--- src/assert_macros.svh ---
// Assertion helper macros shared by the RTL files.
`ifndef ASSERT_MACROS_SVH
`define ASSERT_MACROS_SVH
// Implication check under synchronous reset.
`define ASSERT_IMP(label, clk, rst, lhs, rhs, msg) \
  label: assert property (@(posedge clk) disable iff (rst) (lhs) |-> (rhs)) \
    else $error(msg);
// Invariant check under synchronous reset.
`define ASSERT_ALWAYS(label, clk, rst, expr, msg) \
  label: assert property (@(posedge clk) disable iff (rst) (expr)) else $error(msg);
`endif

--- src/lbs_queue.sv ---
//------------------------------------------------------------------------------
// lbs_queue
// Two-entry queue of classified influences between front and back.
//------------------------------------------------------------------------------
`default_nettype none
module lbs_queue #(
  parameter int Width = 8
) (
  input  wire logic             clk,
  input  wire logic             rst,
  input  wire logic             in_valid,
  output logic                  in_ready,
  input  wire logic [Width-1:0] in_data,
  output logic                  out_valid,
  input  wire logic             out_ready,
  output logic      [Width-1:0] out_data
);
  `include "assert_macros.svh"
  logic [Width-1:0] slots [2];
  logic             rd_ptr, wr_ptr;
  logic [1:0]       count;

  assign in_ready  = count != 2'd2;
  assign out_valid = count != 2'd0;
  assign out_data  = slots[rd_ptr];

  always_ff @(posedge clk) begin
    if (in_valid && in_ready) slots[wr_ptr] <= in_data;
  end

  // pointers and fill count
  always_ff @(posedge clk) begin
    if (rst) begin
      rd_ptr <= 1'b0;
      wr_ptr <= 1'b0;
      count  <= 2'd0;
    end else begin
      if (in_valid && in_ready) wr_ptr <= ~wr_ptr;
      if (out_valid && out_ready) rd_ptr <= ~rd_ptr;
      count <= count + 2'(in_valid && in_ready) - 2'(out_valid && out_ready);
    end
  end

  `ASSERT_ALWAYS(a_count_range, clk, rst, count != 2'd3, "queue count out of range")
  `ASSERT_IMP(a_full_ptrs, clk, rst, count == 2'd2, rd_ptr == wr_ptr, "full queue ptr mismatch")
  `ASSERT_IMP(a_empty_ptrs, clk, rst, count == 2'd0, rd_ptr == wr_ptr, "empty queue ptr mismatch")
endmodule
`default_nettype wire

--- config.mk ---
export PLATFORM = sky130hd
export DESIGN_NAME = lbs_queue
export DESIGN_NICKNAME = d
export VERILOG_FILES = /design/src/lbs_queue.sv
export VERILOG_INCLUDE_DIRS = /design/src /design/src/src
export SDC_FILE = /design/constraint.sdc
export NUM_CORES = 1
export LEC_CHECK = 0
export ABC_AREA = 1
export BUFFER_PORTS_ARGS = -buffer_cell sky130_fd_sc_hd__buf_2
export CAP_MARGIN = 15
export CORE_MARGIN = 2
export CORE_UTILIZATION = 45
export DETAILED_ROUTE_END_ITERATION = 16
export GPL_TIMING_DRIVEN = 0
export PLACE_DENSITY_LB_ADDON = 0.1
export RECOVER_POWER = 100
export SYNTH_ARGS = -nofsm -noshare
export SYNTH_HDL_FRONTEND = slang
export SYNTH_SLANG_ARGS = --single-unit
--- constraint.sdc ---
create_clock -name clk -period 1.3 [get_ports clk]
set_input_delay 0.065 -clock clk [delete_from_list [all_inputs] [get_ports clk]]
set_output_delay 0.065 -clock clk [all_outputs]
set_load 0.05 [all_outputs]
==> run metrics <==
max_slew headroom=71.5%; antenna fix cells=0; Die Wd=48.1 µm; Critical Path Start=count[1]; most frequent cells in the layout=16 x edfxtp_1, 9 x dlygate4sd3_1, 9 x buf_2; largest net degree at the start of global routing=12; Synth cell types=14; core footprint=1780 µm²; Synth area leader=edfxtp_1; CTS tree=built; Setup crit end kind=flip-flop; max-cap violations=0; Clock Path Buffers=2; CP startpoint kind=flip-flop; row count=15; Worst-path clk slew=0.10 ns; Synth Area in Compound Gates=1.14%; power density over cell area=2090 nW/µm²; R2R Path End=count[1]; drt first pass iters=4; antenna viol nets, final=0; All-Layer GR Usage=14.7%; worst hold path type=input pin to flip-flop; top-area cell type share of the netlist area=54.9%; Remaining DRCs=0; vias per inst=4.55; crit-path max FO=4; Post-Synth Simple-Gate Area=11.3%; Routed met2 length=838 µm; P&R area growth vs syn=47.4%; number of global-route vias before repair=552; mux contribution to synthesized area=13.7%; DPL Wire Length=927 µm; sequential share of the synthesized area=66.3%; LEAKAGE=0.514 nW; FMAX=717 MHz; r2r worst-path depth=10; commonest non-fill, non-tap cell in the layout=edfxtp_1; Routed WL=1450 µm; # fillers=122; Arr. time, crit path=1.60 ns; Synth Area in XOR/XNOR=0%; first-pass GRT wire length=2190 µm; multi-input logic area=324 µm²; clock skew=0.00122 ns; flop-to-flop setup slack=-0.09 ns; WL met3=55 µm; failing checks=negative setup slack; endpoints failing setup=9; die area=2320 µm²; Worst-Margin Slew=0.427 ns; clock root buffer=clkbuf_4; Syn. warnings=0; Hold Path Stages=4; Reg area=589 µm²; min Tclk post-route=1.39 ns; Post-Synth Adder-Cell Area=2.86%; synthesized area per cell=14.1 µm²; final setup margin=-0.0949 ns; total CTS buffers=3; M1 wire length=517 µm; Worst Setup EP=count[1]; layout cell share with drive strength beyond 1=53.0%; RSZ-0062 raised after global routing=true; top sig layer=met4; Final GP Congestion=0.653; worst reg2reg path startpoint=count[1]; WL/cell=11.6 µm; placed cell count=108; total power=2.70 mW; top post-synthesis cells by area=edfxtp_1 55%, mux2_4 14%, dfxtp_1 11%; Final Hold Violating Endpoints=0; Cells after Synth=62; Mapped Area=876 µm²; initial antenna violation count=0; TNS Setup=-0.154 ns; initial DRC count=6; Final Non-Filler Cells=125; grt total ovfl=0; synthesis-stage register bit count=21; clk_lat worst skew=0.29 ns; Initial Util=49.1%; period utilization=107%; Final nets=115; Post-Syn Nets=76; via count=569; Worst IR Drop VDD=1.29 mV; Ports=22; H-Tree Depth=1; Slew Viols, Final=0; worst path required time=1.50 ns; IO Port Bufs=21; Crit Path Category=flip-flop to flip-flop; status=finished, violations left; main combinational cell family by area after synthesis=multiplexers; Die Y=48.1 µm; Sink Count=21
-- cell families (layout without fill, tap and decap cells) --
logic type	Yosys count	in the layout
compound gates	2	2
fa+ha+maj	2	2
buf+inv	9	47
mux	8	8
flops	21	21
simple gates	20	20
-- layout make-up --
type,instances,area share [%]
timing repair buffer,34,20.6
sequential,21,45.6
tap,25,2.42
multi-input combinational,32,25.1
buffer,1,1.16
inverter,8,3.00
clock buffer,4,2.03
-- critical path: stages (launching register included) --
cell and delay, ns:
dfxtp_4 0.43, nor2_4 0.05, nor2_4 0.13, ha_4 0.21, inv_4 0.05, ha_4 0.13, inv_2 0.04, nand2_2 0.08
nand3_2 0.07, nand2_2 0.07, nor2_1 0.03
-- repair_timing --
action / CTS / global route
gates resized for setup: 23 / 4
buffers inserted: 3 / 1
hold buffers: 9 / 0
pin swaps: 7 / 4
endpoints found under the setup margin: 17 / 21
hold endpoints to repair: 17 / 0
-- layer usage --
metal	global-route usage [%]	vias to the layer above
li1	-	283
met1	14.1	266
met2	27.5	15
met3	3.33	5
met4	9.73	0
met5	0	-
-- worst min-delay path by stage --
stage,start,to,slack (ns)
final,out_ready,flip-flop,0.07
after detailed placement,rst,count[0],0.23
after floorplan,rst,count[0],0.13
after global placement,rst,count[0],0.23
after CTS,out_ready,flip-flop,0.07
after global routing,out_ready,rd_ptr,0.09
-- sequential cells by signal, summed over array words and instances, names as in the netlist, named ones only --
name and count:
count 2, rd_ptr 1, slots 16, wr_ptr 1
-- power breakdown --
part	internal (mW)	switching, mW	total [mW]
Clock	0.120	0.176	0.296
Combinational	0.597	0.822	1.42
Sequential	0.882	0.103	0.985
Total	1.60	1.10	2.70
-- through the flow --
stage	area, µm²	setup WS (ns)	hold slack [ns]	util (%)
floorplan	932	-0.0939	0.127	-
global placement	1070	-0.187	0.226	59.9
detailed placement	1070	-0.169	0.230	59.9
CTS	1280	-0.0384	0.0660	71.7
global route	1290	-0.164	0.0926	72.4
finish	1290	-0.0949	0.0724	72.4
-- cells in the mapped netlist --
cell type	n
edfxtp_1	16
nand3_1	2
mux2_4	8
nor2_1	7
buf_6	1
a21oi_1	2
inv_1	8
nor2_4	1
nor2_2	1
ha_1	2
nand3_2	1
dfxtp_1	5
nand2_2	2
nand2_1	6
Note: power is estimated with default switching activity, not from simulation.
