$ cat src/assert_macros.svh
// Assertion helper macros shared by the RTL files.
`ifndef ASSERT_MACROS_SVH
`define ASSERT_MACROS_SVH
// Implication check under synchronous reset.
`define ASSERT_IMP(label, clk, rst, lhs, rhs, msg) \
  label: assert property (@(posedge clk) disable iff (rst) (lhs) |-> (rhs)) \
    else $error(msg);
// Invariant check under synchronous reset.
`define ASSERT_ALWAYS(label, clk, rst, expr, msg) \
  label: assert property (@(posedge clk) disable iff (rst) (expr)) else $error(msg);
`endif

$ cat src/lbs_pkg.sv
//------------------------------------------------------------------------------
// lbs_pkg
// Types and constants for the skinning engine.
//------------------------------------------------------------------------------
`default_nettype none
package lbs_pkg;
  localparam int BoneCountDefault    = 64;
  localparam int FractionBitsDefault = 16;
  localparam int WordsPerBone        = 12;
  localparam int WordW               = 32;
  localparam int WeightW             = 17;
  localparam int AccW                = 64;

  typedef enum logic {CMD_WRITE = 1'b0, CMD_SKIN = 1'b1} cmd_t;

  typedef enum logic [1:0] {BK_IDLE, BK_RUN, BK_ACC, BK_OUT} bk_state_t;

  // Saturate a wide signed value to 32 bits.
  function automatic logic signed [WordW-1:0] sat32(input logic signed [AccW-1:0] v);
    if (v > 64'sd2147483647) return 32'sh7fffffff;
    if (v < -64'sd2147483648) return 32'sh80000000;
    return v[WordW-1:0];
  endfunction
endpackage
`default_nettype wire

$ cat src/lbs_front.sv
//------------------------------------------------------------------------------
// lbs_front
// Accepts transactions, writes palette words, forwards influences.
//------------------------------------------------------------------------------
`default_nettype none
module lbs_front #(
  parameter int BoneCount = lbs_pkg::BoneCountDefault,
  parameter int QW        = 8,
  parameter int AddrW     = 10
) (
  input  wire logic                     in_valid,
  output logic                          in_ready,
  input  wire logic                     command,
  input  wire logic [5:0]               bone_index,
  input  wire logic [3:0]               matrix_element,
  input  wire logic [31:0]              matrix_value,
  input  wire logic [QW-1:0]            infl_data,
  input  wire logic                     busy,
  output logic                          q_valid,
  input  wire logic                     q_ready,
  output logic      [QW-1:0]            q_data,
  output logic                          pal_we,
  output logic      [AddrW-1:0]         pal_waddr,
  output logic      [31:0]              pal_wdata
);
  import lbs_pkg::*;
  logic is_skin;

  // influences need queue room; writes wait until no queued influence
  // still has palette words to read
  assign is_skin   = command == CMD_SKIN;
  assign in_ready  = is_skin ? q_ready : !busy;
  assign q_valid   = in_valid && is_skin;
  assign q_data    = infl_data;
  assign pal_we    = in_valid && !is_skin && !busy && (32'(bone_index) < BoneCount)
                     && (matrix_element < 4'(WordsPerBone));
  assign pal_waddr = AddrW'(32'(bone_index) * WordsPerBone + 32'(matrix_element));
  assign pal_wdata = matrix_value;
endmodule
`default_nettype wire

$ cat config.mk
export PLATFORM = sky130hd
export DESIGN_NAME = lbs_front
export DESIGN_NICKNAME = d
export VERILOG_FILES = /design/src/assert_macros.svh /design/src/lbs_pkg.sv /design/src/lbs_front.sv
export SDC_FILE = /design/constraint.sdc
export NUM_CORES = 1
export LEC_CHECK = 0
export ABC_AREA = 1
export BUFFER_PORTS_ARGS = -buffer_cell sky130_fd_sc_hd__buf_2
export CORE_MARGIN = 2
export CORE_UTILIZATION = 29
export DETAILED_ROUTE_END_ITERATION = 8
export GPL_TIMING_DRIVEN = 0
export PLACE_DENSITY_LB_ADDON = 0.08
export SYNTH_ARGS = -nofsm -noshare
export SYNTH_HDL_FRONTEND = slang
export SYNTH_SLANG_ARGS = --single-unit
$ cat constraint.sdc
create_clock -name vclk -period 1.6
set_clock_uncertainty 0.05 [all_clocks]
set_input_delay 0.16 -clock vclk [all_inputs]
set_output_delay 0.16 -clock vclk [all_outputs]
set_load 0.05 [all_outputs]
==> metrics.json <==
{
  "start_util": {"value": 31.0, "unit": "%"},
  "synthDominantAreaCellType": {"value": "sky130_fd_sc_hd__buf_4"},
  "final_hold_viol_count": {"value": 0},
  "groute.layer.met2.usage": {"value": 26.0, "unit": "%"},
  "avgViaCountPerCell": {"value": 4.22},
  "area_delta_synth_final": {"value": 87.0, "unit": "%"},
  "std_cell_rows": {"value": 18},
  "layout.nets": {"value": 263},
  "distinct_cells_synth": {"value": 17},
  "number_of_flip_flops_and_latches": {"value": 0},
  "number_of_buffer_cells_added_on_primary_ports": {"value": 65},
  "drv_cap": {"value": 0},
  "floorplan.die_area": {"value": 3130, "unit": "um2"},
  "worst-endpoint-required": {"value": 1390, "unit": "ps"},
  "failed_checks": {"value": "setup timing"},
  "die_height": {"value": 55.9, "unit": "um"},
  "detailedRoute.firstPassIterationCount": {"value": 4},
  "layout.cells.non_filler": {"value": 226},
  "yosysTopAreaCellShare": {"value": 40.3, "unit": "%"},
  "synth_sequential_area_ratio": {"value": 0, "unit": "%"},
  "timing_max_transition_violations_final": {"value": 0},
  "grt_first_pass_wirelength": {"value": 3.38, "unit": "mm"},
  "peakVddDrop": {"value": 0.481, "unit": "mV"},
  "ff_latch_area": {"value": 0, "unit": "um2"},
  "slew-limit-headroom": {"value": 83.3, "unit": "%"},
  "grt_util_met1": {"value": 13.0, "unit": "%"},
  "post_synth_inst_count": {"value": 120},
  "outcome": {"value": "complete, but fails checks"},
  "drc": {"value": 0},
  "holdPathStages": {"value": 2},
  "netlist_area": {"value": 782, "unit": "um2"},
  "pwr_density_cell": {"value": 616, "unit": "nW/um2"},
  "unrepaired_setup_endpoints_after_global_routing": {"value": "yes"},
  "floorplan.io_pins": {"value": 107},
  "worstMarginPinSlew": {"value": 253, "unit": "ps"},
  "fill_cells": {"value": 245},
  "setup-violations-final": {"value": 6},
  "drt-initial-drc-count": {"value": 10},
  "tns": {"value": -1890, "unit": "ps"},
  "global_route.peak_usage_layer": {"value": "met2"},
  "min-delay-path-class": {"value": "input port to output pin"},
  "post_placement_cell_count": {"value": 215},
  "cp-start-kind": {"value": "input port"},
  "multi_input_comb_area": {"value": 584, "unit": "um2"},
  "share_of_cells_above_drive_strength_1": {"value": 75.0, "unit": "%"},
  "place.detailed.hpwl": {"value": 1.79, "unit": "mm"},
  "grt.total_usage": {"value": 12.2, "unit": "%"},
  "gr-usage-met3": {"value": 1.63, "unit": "%"},
  "number_of_antenna_violations_at_the_first_check_in_global_routing": {"value": 0},
  "synth.top_cells.by_area": {"value": "sky130_fd_sc_hd__buf_4, sky130_fd_sc_hd__ha_1, sky130_fd_sc_hd__nand2_1"},
  "fin_crit_sh": {"value": 122, "unit": "%"},
  "cp.arrival": {"value": 1740, "unit": "ps"},
  "antenna_violating_nets_remaining": {"value": 0},
  "route.vias.total": {"value": 953},
  "wirelength": {"value": 2.08, "unit": "mm"},
  "grt_max_degree": {"value": 8},
  "worst_setup_path_end_kind": {"value": "output pin"},
  "synth_fp_nets": {"value": 185},
  "wire_length_per_cell": {"value": 9.18, "unit": "um"},
  "num_antenna_cells": {"value": 0},
  "core-area": {"value": 2520, "unit": "um2"},
  "first_global_vias": {"value": 900},
  "yosys_warnings": {"value": 0},
  "worst_slack_setup_final": {"value": -353, "unit": "ps"},
  "synthesis.area_per_instance": {"value": 6.52, "unit": "um2"},
  "fp.dieW": {"value": 55.9, "unit": "um"},
  "final_period_minus_worst_setup_slack": {"value": 1950, "unit": "ps"},
  "grt_remaining_overflow": {"value": 0},
  "max_freq": {"value": 512, "unit": "MHz"},
  "critical_path_class": {"value": "input port to output pin"},
  "cts-hold-fix-buffers": {"value": 0},
  "path_max_fanout": {"value": 3},
  "gp_congestion": {"value": 0.793},
  "layout.clock_buffers": {"value": 0},
  "leakagePower": {"value": 0.000836, "unit": "uW"}
}
[what timing repair did]
action | 4_1_cts | 5_1_grt
buffers inserted | 8 | 6
gates resized for setup | 27 | 9
setup endpoints to repair | 6 | 6
pin swaps | 9 | 5
[layout by cell type (no fill, tap or decap), drive strengths merged, types with 2 or more instances in the layout]
master and instances:
a21oi 4, buf 118, fa 2, ha 9, inv 10, nand2 29
nand3 10, nor2 6, xor2 4
[per-layer routing]
| metal | vias up | wire length, um |
|---|---|---|
| li1 | 483 | - |
| met1 | 403 | 654 |
| met2 | 67 | 1160 |
| met3 | 0 | 258 |
| met4 | 0 | 0 |
| met5 | - | 0 |
[through the flow]
stage          setup WS [ps]  hold WS, ps  power [uW]  cell area [um2]  util [%]
2_1_floorplan           -258          437         641              891         -
3_3_place_gp            -609          572         765             1250      49.7
3_5_place_dp            -659          572         769             1250      49.7
4_1_cts                 -350          572         890             1420      56.4
5_1_grt                 -411          574         955             1460      58.0
6_report                -353          571         901             1460      58.0
[worst paths after layout]
| path | start | end |
|---|---|---|
| worst max-delay path | bone_index[1] | pal_waddr[7] |
| worst min-delay path | matrix_value[18] | pal_wdata[18] |
[final cells by class]
cell class / count / area share [%]
buffer: 42 / 21.6
multi-input combinational: 68 / 39.9
inverter: 10 / 2.57
tap: 30 / 2.57
timing repair buffer: 76 / 33.4
[power by group]
| group | total (uW) | switching [uW] | internal [uW] |
|---|---|---|---|
| combinational | 901 | 574 | 327 |
| clock | 0 | 0 | 0 |
| sequential | 0 | 0 | 0 |
| total | 901 | 574 | 327 |
[critical path: stages]
cell	delay, ps
sky130_fd_sc_hd__buf_8	100
sky130_fd_sc_hd__ha_4	160
sky130_fd_sc_hd__fa_2	620
sky130_fd_sc_hd__nand2_4	70
sky130_fd_sc_hd__nor2_4	100
sky130_fd_sc_hd__nand3_4	80
sky130_fd_sc_hd__buf_4	160
sky130_fd_sc_hd__xor2_4	140
sky130_fd_sc_hd__buf_6	150
[cell families (layout without fill, tap and decap cells)]
family | count (synthesis) | in the layout | share of synthesized area, %
AOI/OAI and AO/OA | 5 | 5 | 3.20
xor gates and xnor gates | 4 | 4 | 4.48
adders and majority gates | 11 | 11 | 19.5
buffers and inverters | 52 | 128 | 45.1
and+or+nand+nor | 48 | 48 | 27.7
[cells in the mapped netlist, drive strengths merged]
cell,instances
buf,42
o21ai,1
nand2,29
xor2,4
a21oi,4
nand4,1
fa,2
nand3,10
inv,10
nor2,6
nand3b,1
ha,9
or2,1
Note: power is estimated with default switching activity, not from simulation.
