===== config.mk =====
export PLATFORM = sky130hd
export DESIGN_NAME = lbs_back
export DESIGN_NICKNAME = d
export VERILOG_FILES = /design/src/lbs_pkg.sv /design/src/lbs_back.sv
export VERILOG_INCLUDE_DIRS = /design/src /design/src/src
export SDC_FILE = /design/constraint.sdc
export NUM_CORES = 2
export LEC_CHECK = 0
export ABC_CLOCK_PERIOD_IN_PS = 26700
export BUFFER_PORTS_ARGS = -buffer_cell sky130_fd_sc_hd__buf_2
export CAP_MARGIN = 20
export CORE_MARGIN = 8
export CORE_UTILIZATION = 40
export CTS_BUF_LIST = sky130_fd_sc_hd__clkbuf_2
export DETAILED_ROUTE_END_ITERATION = 7
export HOLD_SLACK_MARGIN = 0.08
export PLACE_DENSITY_LB_ADDON = 0.2
export RECOVER_POWER = 50
export SYNTH_ARGS = -nofsm -noshare
export SYNTH_HDL_FRONTEND = slang
export SYNTH_SLANG_ARGS = --single-unit

===== constraint.sdc =====
create_clock -name clk -period 26.7 [get_ports clk]
set_input_delay 2.67 -clock clk [delete_from_list [all_inputs] [get_ports clk]]
set_output_delay 2.67 -clock clk [all_outputs]
set_load 0.005 [all_outputs]

===== src/assert_macros.svh =====
// Assertion helper macros shared by the RTL files.
`ifndef ASSERT_MACROS_SVH
`define ASSERT_MACROS_SVH
// Implication check under synchronous reset.
`define ASSERT_IMP(label, clk, rst, lhs, rhs, msg) \
  label: assert property (@(posedge clk) disable iff (rst) (lhs) |-> (rhs)) \
    else $error(msg);
// Invariant check under synchronous reset.
`define ASSERT_ALWAYS(label, clk, rst, expr, msg) \
  label: assert property (@(posedge clk) disable iff (rst) (expr)) else $error(msg);
`endif


===== src/lbs_pkg.sv =====
//------------------------------------------------------------------------------
// lbs_pkg
// Types and constants for the skinning engine.
//------------------------------------------------------------------------------
`default_nettype none
package lbs_pkg;
  localparam int BoneCountDefault    = 64;
  localparam int FractionBitsDefault = 16;
  localparam int WordsPerBone        = 12;
  localparam int WordW               = 32;
  localparam int WeightW             = 17;
  localparam int AccW                = 64;

  typedef enum logic {CMD_WRITE = 1'b0, CMD_SKIN = 1'b1} cmd_t;

  typedef enum logic [1:0] {BK_IDLE, BK_RUN, BK_ACC, BK_OUT} bk_state_t;

  // Saturate a wide signed value to 32 bits.
  function automatic logic signed [WordW-1:0] sat32(input logic signed [AccW-1:0] v);
    if (v > 64'sd2147483647) return 32'sh7fffffff;
    if (v < -64'sd2147483648) return 32'sh80000000;
    return v[WordW-1:0];
  endfunction
endpackage
`default_nettype wire


===== src/lbs_back.sv =====
//------------------------------------------------------------------------------
// lbs_back
// Sequential transform: one palette word per cycle into shared position and normal MACs.
//------------------------------------------------------------------------------
`default_nettype none
module lbs_back #(
  parameter int BoneCount    = lbs_pkg::BoneCountDefault,
  parameter int FractionBits = lbs_pkg::FractionBitsDefault,
  parameter int QW           = 8,
  parameter int AddrW        = 10
) (
  input  wire logic              clk,
  input  wire logic              rst,
  input  wire logic              q_valid,
  output logic                   q_ready,
  input  wire logic [QW-1:0]     q_data,
  output logic                   rd_busy,
  output logic      [AddrW-1:0]  pal_raddr,
  input  wire logic [31:0]       pal_rdata,
  output logic                   out_valid,
  input  wire logic              out_ready,
  output logic      [31:0]       skinned_x,
  output logic      [31:0]       skinned_y,
  output logic      [31:0]       skinned_z,
  output logic      [31:0]       skinned_nx,
  output logic      [31:0]       skinned_ny,
  output logic      [31:0]       skinned_nz
);
  import lbs_pkg::*;
  `include "assert_macros.svh"

  // held influence
  logic [5:0]               bone;
  logic signed [31:0]       p [3];
  logic signed [31:0]       n [3];
  logic [WeightW-1:0]       w;
  logic                     last;
  logic                     bone_ok;
  bk_state_t                state, state_next;
  logic [3:0]               rcnt;     // read address index
  logic [3:0]               word;     // index of word arriving this cycle
  logic                     word_v;
  logic signed [AccW-1:0]   tp [3];
  logic signed [AccW-1:0]   tn [3];
  logic signed [AccW-1:0]   pacc [3];
  logic signed [AccW-1:0]   nacc [3];
  logic [1:0]               col;
  logic signed [31:0]       m;
  logic [1:0]               rr, cc;
  logic signed [63:0]       prod_p, prod_n;
  logic signed [31:0]       sp, sn;
  logic signed [63:0]       wp, wn;

  // row and column of a row-major palette word; translation words use row 0,
  // their product is not used
  function automatic logic [3:0] word_pos(input logic [3:0] wd);
    case (wd)
      4'd0:  return {2'd0, 2'd0};
      4'd1:  return {2'd0, 2'd1};
      4'd2:  return {2'd0, 2'd2};
      4'd3:  return {2'd1, 2'd0};
      4'd4:  return {2'd1, 2'd1};
      4'd5:  return {2'd1, 2'd2};
      4'd6:  return {2'd2, 2'd0};
      4'd7:  return {2'd2, 2'd1};
      4'd8:  return {2'd2, 2'd2};
      4'd9:  return {2'd0, 2'd0};
      4'd10: return {2'd0, 2'd1};
      4'd11: return {2'd0, 2'd2};
      default: return {2'd0, 2'd0};
    endcase
  endfunction

  assign q_ready   = state == BK_IDLE;
  assign rd_busy   = state == BK_RUN;
  assign pal_raddr = AddrW'(32'(bone) * WordsPerBone + 32'(rcnt));
  assign m         = bone_ok ? $signed(pal_rdata) : 32'sd0;
  assign {rr, cc}  = word_pos(word);
  assign prod_p    = 64'(p[rr]) * 64'(m);
  assign prod_n    = 64'(n[rr]) * 64'(m);

  // state register
  always_ff @(posedge clk) begin
    if (rst) state <= BK_IDLE;
    else state <= state_next;
  end

  always_comb begin
    state_next = state;
    case (state)
      BK_IDLE: if (q_valid && q_ready) state_next = BK_RUN;
      BK_RUN:  if (word_v && word == 4'(WordsPerBone-1)) state_next = BK_ACC;
      BK_ACC:  if (col == 2'd2) state_next = last ? BK_OUT : BK_IDLE;
      BK_OUT:  if (!out_valid || out_ready) state_next = BK_IDLE;
      default: state_next = BK_IDLE;
    endcase
  end

  assign sp = sat32(tp[col]);
  assign sn = sat32(tn[col]);
  assign wp = 64'(sp) * $signed({47'd0, w});
  assign wn = 64'(sn) * $signed({47'd0, w});

  // datapath
  always_ff @(posedge clk) begin
    if (rst) begin
      word_v    <= 1'b0;
      rcnt      <= '0;
      col       <= '0;
      out_valid <= 1'b0;
      for (int i = 0; i < 3; i++) begin
        pacc[i] <= '0;
        nacc[i] <= '0;
      end
    end else begin
      // result register: load when free, drop on acceptance
      if (state == BK_OUT && (!out_valid || out_ready)) out_valid <= 1'b1;
      else if (out_ready) out_valid <= 1'b0;
      case (state)
        BK_IDLE: begin
          if (q_valid && q_ready) begin
            {bone, p[0], p[1], p[2], n[0], n[1], n[2], w, last} <= q_data;
            bone_ok <= 32'(q_data[QW-1 -: 6]) < BoneCount;
            rcnt    <= '0;
            word_v  <= 1'b0;
            for (int i = 0; i < 3; i++) begin
              tp[i] <= '0;
              tn[i] <= '0;
            end
          end
        end
        BK_RUN: begin
          word_v <= rcnt < 4'(WordsPerBone);
          word   <= rcnt;
          if (rcnt < 4'(WordsPerBone)) rcnt <= rcnt + 4'd1;
          if (word_v) begin
            if (word >= 4'd9) tp[cc] <= tp[cc] + 64'(m);
            else begin
              tp[cc] <= tp[cc] + (prod_p >>> FractionBits);
              tn[cc] <= tn[cc] + (prod_n >>> FractionBits);
            end
          end
          col <= '0;
        end
        BK_ACC: begin
          pacc[col] <= pacc[col] + (wp >>> FractionBits);
          nacc[col] <= nacc[col] + (wn >>> FractionBits);
          col <= col + 2'd1;
        end
        BK_OUT: begin
          if (!out_valid || out_ready) begin
            skinned_x  <= sat32(pacc[0]);
            skinned_y  <= sat32(pacc[1]);
            skinned_z  <= sat32(pacc[2]);
            skinned_nx <= sat32(nacc[0]);
            skinned_ny <= sat32(nacc[1]);
            skinned_nz <= sat32(nacc[2]);
            for (int i = 0; i < 3; i++) begin
              pacc[i] <= '0;
              nacc[i] <= '0;
            end
          end
        end
        default: ;
      endcase
    end
  end

  `ASSERT_IMP(a_take_idle, clk, rst, q_valid && q_ready, state == BK_IDLE, "take outside idle")
  `ASSERT_IMP(a_rcnt, clk, rst, state == BK_RUN, rcnt <= 4'(WordsPerBone), "read index overrun")
  `ASSERT_IMP(a_acc_col, clk, rst, state == BK_ACC, col != 2'd3, "column overrun")
endmodule
`default_nettype wire


==> flow_metrics.py <==
metrics = {
    "floorplanning": {
        "die_area_mm2": 0.215,
        "pin_count": 249,
        "fp.dieW_um": 463,
        "num_rows": 164,
        "die_y_um": 463,
        "initial_utilization_pct": 40.1,
        "core_mm2": 0.199,
    },
    "critical_path": {
        "endpoint_kind": "flop",
        "crit_top_cell": "o21a_1",
        "max_stage_delay_ns": 0.78,
        "critPathMaxFanout": 42,
        "cp.arrival_ns": 16.55,
        "path_class": "reg2reg",
        "crit_path_start_kind": "flop",
        "required_ns": 28.24,
        "path_delay_family": "compound AO/OA/AOI/OAI gates",
        "crit_slowest_cell": "dfxtp_4",
        "r2r_slack_ns": 11.70,
        "crit_buf_inv": 3,
    },
    "place": {
        "gp_congestion": 0.892,
        "dp_hpwl_um": 150000,
        "dp_slack_ns": 11.72,
        "portBuffers": 242,
    },
    "synthesis": {
        "netlist_top_cells_count": "edfxtp_1, nor2_1, inv_1, nand2_1, and2_1",
        "ys_seq_elements": 1242,
        "syn_area_per_cell_um2": 11.7,
        "yosysMostFrequentCell": "edfxtp_1",
        "synth_seq_area_share_pct": 46.5,
        "ys_warn_count": 0,
        "synth.top_cell.area_share_pct": 46.1,
        "ys_async_sr_fraction_pct": 0,
        "ys.flop_type": "edfxtp_1",
        "synth_edf_count": 1228,
        "syn_area_mm2": 0.0800,
        "synth_area_leaders": "edfxtp_1, mux4_2, fa_1, ha_1, nor2_1",
        "yosysTopAreaCell": "edfxtp_1",
        "synth_cell_types": 107,
        "netlist_instances": 6829,
    },
    "cts": {
        "postCtsSetupBuffers": 0,
        "clock_latency_ns": 1.90,
        "numCtsBuffers": 354,
        "cts_buffer_depth": 4,
        "cts_tree": "done",
        "postCtsResizedCells": 0,
        "cts-htree-levels": 5,
        "holdBufCountCts": 0,
        "cts_root_buf": "clkbuf_2",
        "cts.sinks": 1242,
        "clkSlewWorstSetupHoldPaths_ns": 0.10,
    },
    "route": {
        "vias_per_cell": 5.47,
        "drcViolationCount": 0,
        "drt_first_pass_iters": 6,
        "ant_nets": 0,
        "via_count": 55358,
        "drt_iter0_drc": 4279,
        "wl_per_cell_um": 22.0,
        "totalWireLength_um": 223000,
    },
    "timing": {
        "max_freq_mhz": 66.6,
        "hold-worst-slack_ns": 0.456,
        "clock_skew_ns": 0.166,
        "layout_min_cycle_time_ns": 15.00,
        "worstMarginPinSlew_ns": 8.57,
        "hold_viol_final": 0,
        "setup_tns_ns": 0,
        "fin_ws_ns": 11.70,
        "setup_viol": 0,
        "drv_slew": 1474,
        "rsz0062_at_grt": "no",
        "period_share_pct": 56.2,
        "slew_headroom_pct": -471,
    },
    "outcome": {
        "status": "finished, violations left",
        "violations": "max-capacitance violations, max-slew violations",
    },
    "global_routing": {
        "grt_usage_pct": 20.4,
        "grt_pass1_wl_um": 346000,
        "grt_max_degree": 160,
        "overflow": 0,
        "antenna_found_initial": 5,
        "grt_pass1_vias": 58215,
    },
    "job": {
        "maxCapViolCount": 33,
    },
    "cells_and_area": {
        "final_core_util_pct": 43.6,
        "drive_above_1_share_pct": 17.3,
        "area_delta_synth_final_pct": 8.67,
        "nets": 7906,
    },
    "min_path": {
        "hold_class": "reg2reg",
    },
}
-- area by class of cell --
class	instances	area, um^2
Inverter	660	2480
Clock buffer	491	2460
Tap cell	2656	3320
Antenna cell	10	25.0
Clock inverter	117	532
Fill cell	19023	112000
Timing Repair Buffer	325	1760
Sequential cell	1242	37200
Multi-Input combinational cell	4615	39200
-- worst paths after layout --
| path | from | endpoint | depth (start not counted) |
|---|---|---|---|
| worst max register to register | flop | nacc[0][63] | 44 |
| worst max-delay path | flop | nacc[0][63] | 44 |
| worst min-delay path | pacc[1][26] | skinned_y[26] | 2 |
| worst min register to register | pacc[1][26] | skinned_y[26] | 2 |
-- per-stage QoR --
step | cells | cell area (um^2)
after floorplan | 6834 | 80000
after global placement | 9495 | 84100
after detailed placement | 9495 | 84100
after CTS | 10103 | 87100
after global routing | 10116 | 86900
final | 10116 | 86900
-- worst min-delay path, delay by kind of cell, from the launching register on --
kind,cells,cell delay [ns]
flip-flops,1,0.37
AND/OR/NAND/NOR,2,0.11
-- sequential cells by signal (all words and copies together), names as in the netlist, named ones only --
| signal | cells |
|---|---|
| cc | 2 |
| col | 2 |
| last | 1 |
| nacc | 256 |
| out_valid | 1 |
| pacc | 256 |
| rcnt | 4 |
| skinned_nx | 32 |
| skinned_ny | 32 |
| skinned_nz | 32 |
| skinned_x | 32 |
| skinned_y | 32 |
| skinned_z | 32 |
| state | 2 |
| tn | 256 |
| tp | 256 |
| w | 7 |
| word | 4 |
| word_v | 1 |
-- layer usage --
metal | share of wire, % | track usage, %
met1 | 44 | 27.8
met2 | 47 | 33.6
met3 | 6.3 | 3.71
met4 | 2.6 | 5.52
met5 | 0.0076 | 0
-- logic make-up after synthesis --
group / Yosys count / synth area share, %
adder cells (fa/ha/maj): 664 / 13.5
XOR/XNOR: 244 / 2.69
other: 1 / 0.00469
AND/OR/NAND/NOR: 2479 / 14.8
AO/OA/AOI/OAI: 805 / 6.59
multiplexers: 417 / 11.2
buffers and inverters: 977 / 4.73
flip-flops: 1242 / 46.5
-- cells in the final DEF (no fill, tap or decap), types with 11 or more instances in the layout --
master,netlist,layout
a21o_1,120,120
mux4_2,383,383
nand2b_1,49,49
or3_1,28,27
nor2b_1,97,95
nor4_1,76,76
nand3_1,65,65
or2_2,16,15
and2_1,432,371
nor2_1,884,879
clkbuf_1,242,31
o31ai_1,16,16
o21bai_1,41,41
a31oi_1,29,29
dfxtp_1,14,11
nand2_1,564,563
and2_0,0,61
edfxtp_1,1228,1228
o21ai_0,149,142
buf_2,10,242
nand4_1,112,112
xnor2_1,158,158
a211oi_1,13,13
mux2i_1,26,26
or4_1,24,24
fa_1,333,333
inv_2,3,12
clkinv_2,0,28
inv_1,655,655
ha_1,331,331
o21a_1,35,35
and3_1,31,31
o211ai_1,20,20
a21oi_1,253,253
clkbuf_2,0,491
nor3_1,69,69
clkinv_1,1,78
xor2_1,84,84
buf_4,15,48
Power is left out: the tool's default activity adds up to more than one toggle a clock period on the data nets, which glitch-free logic cannot reach.
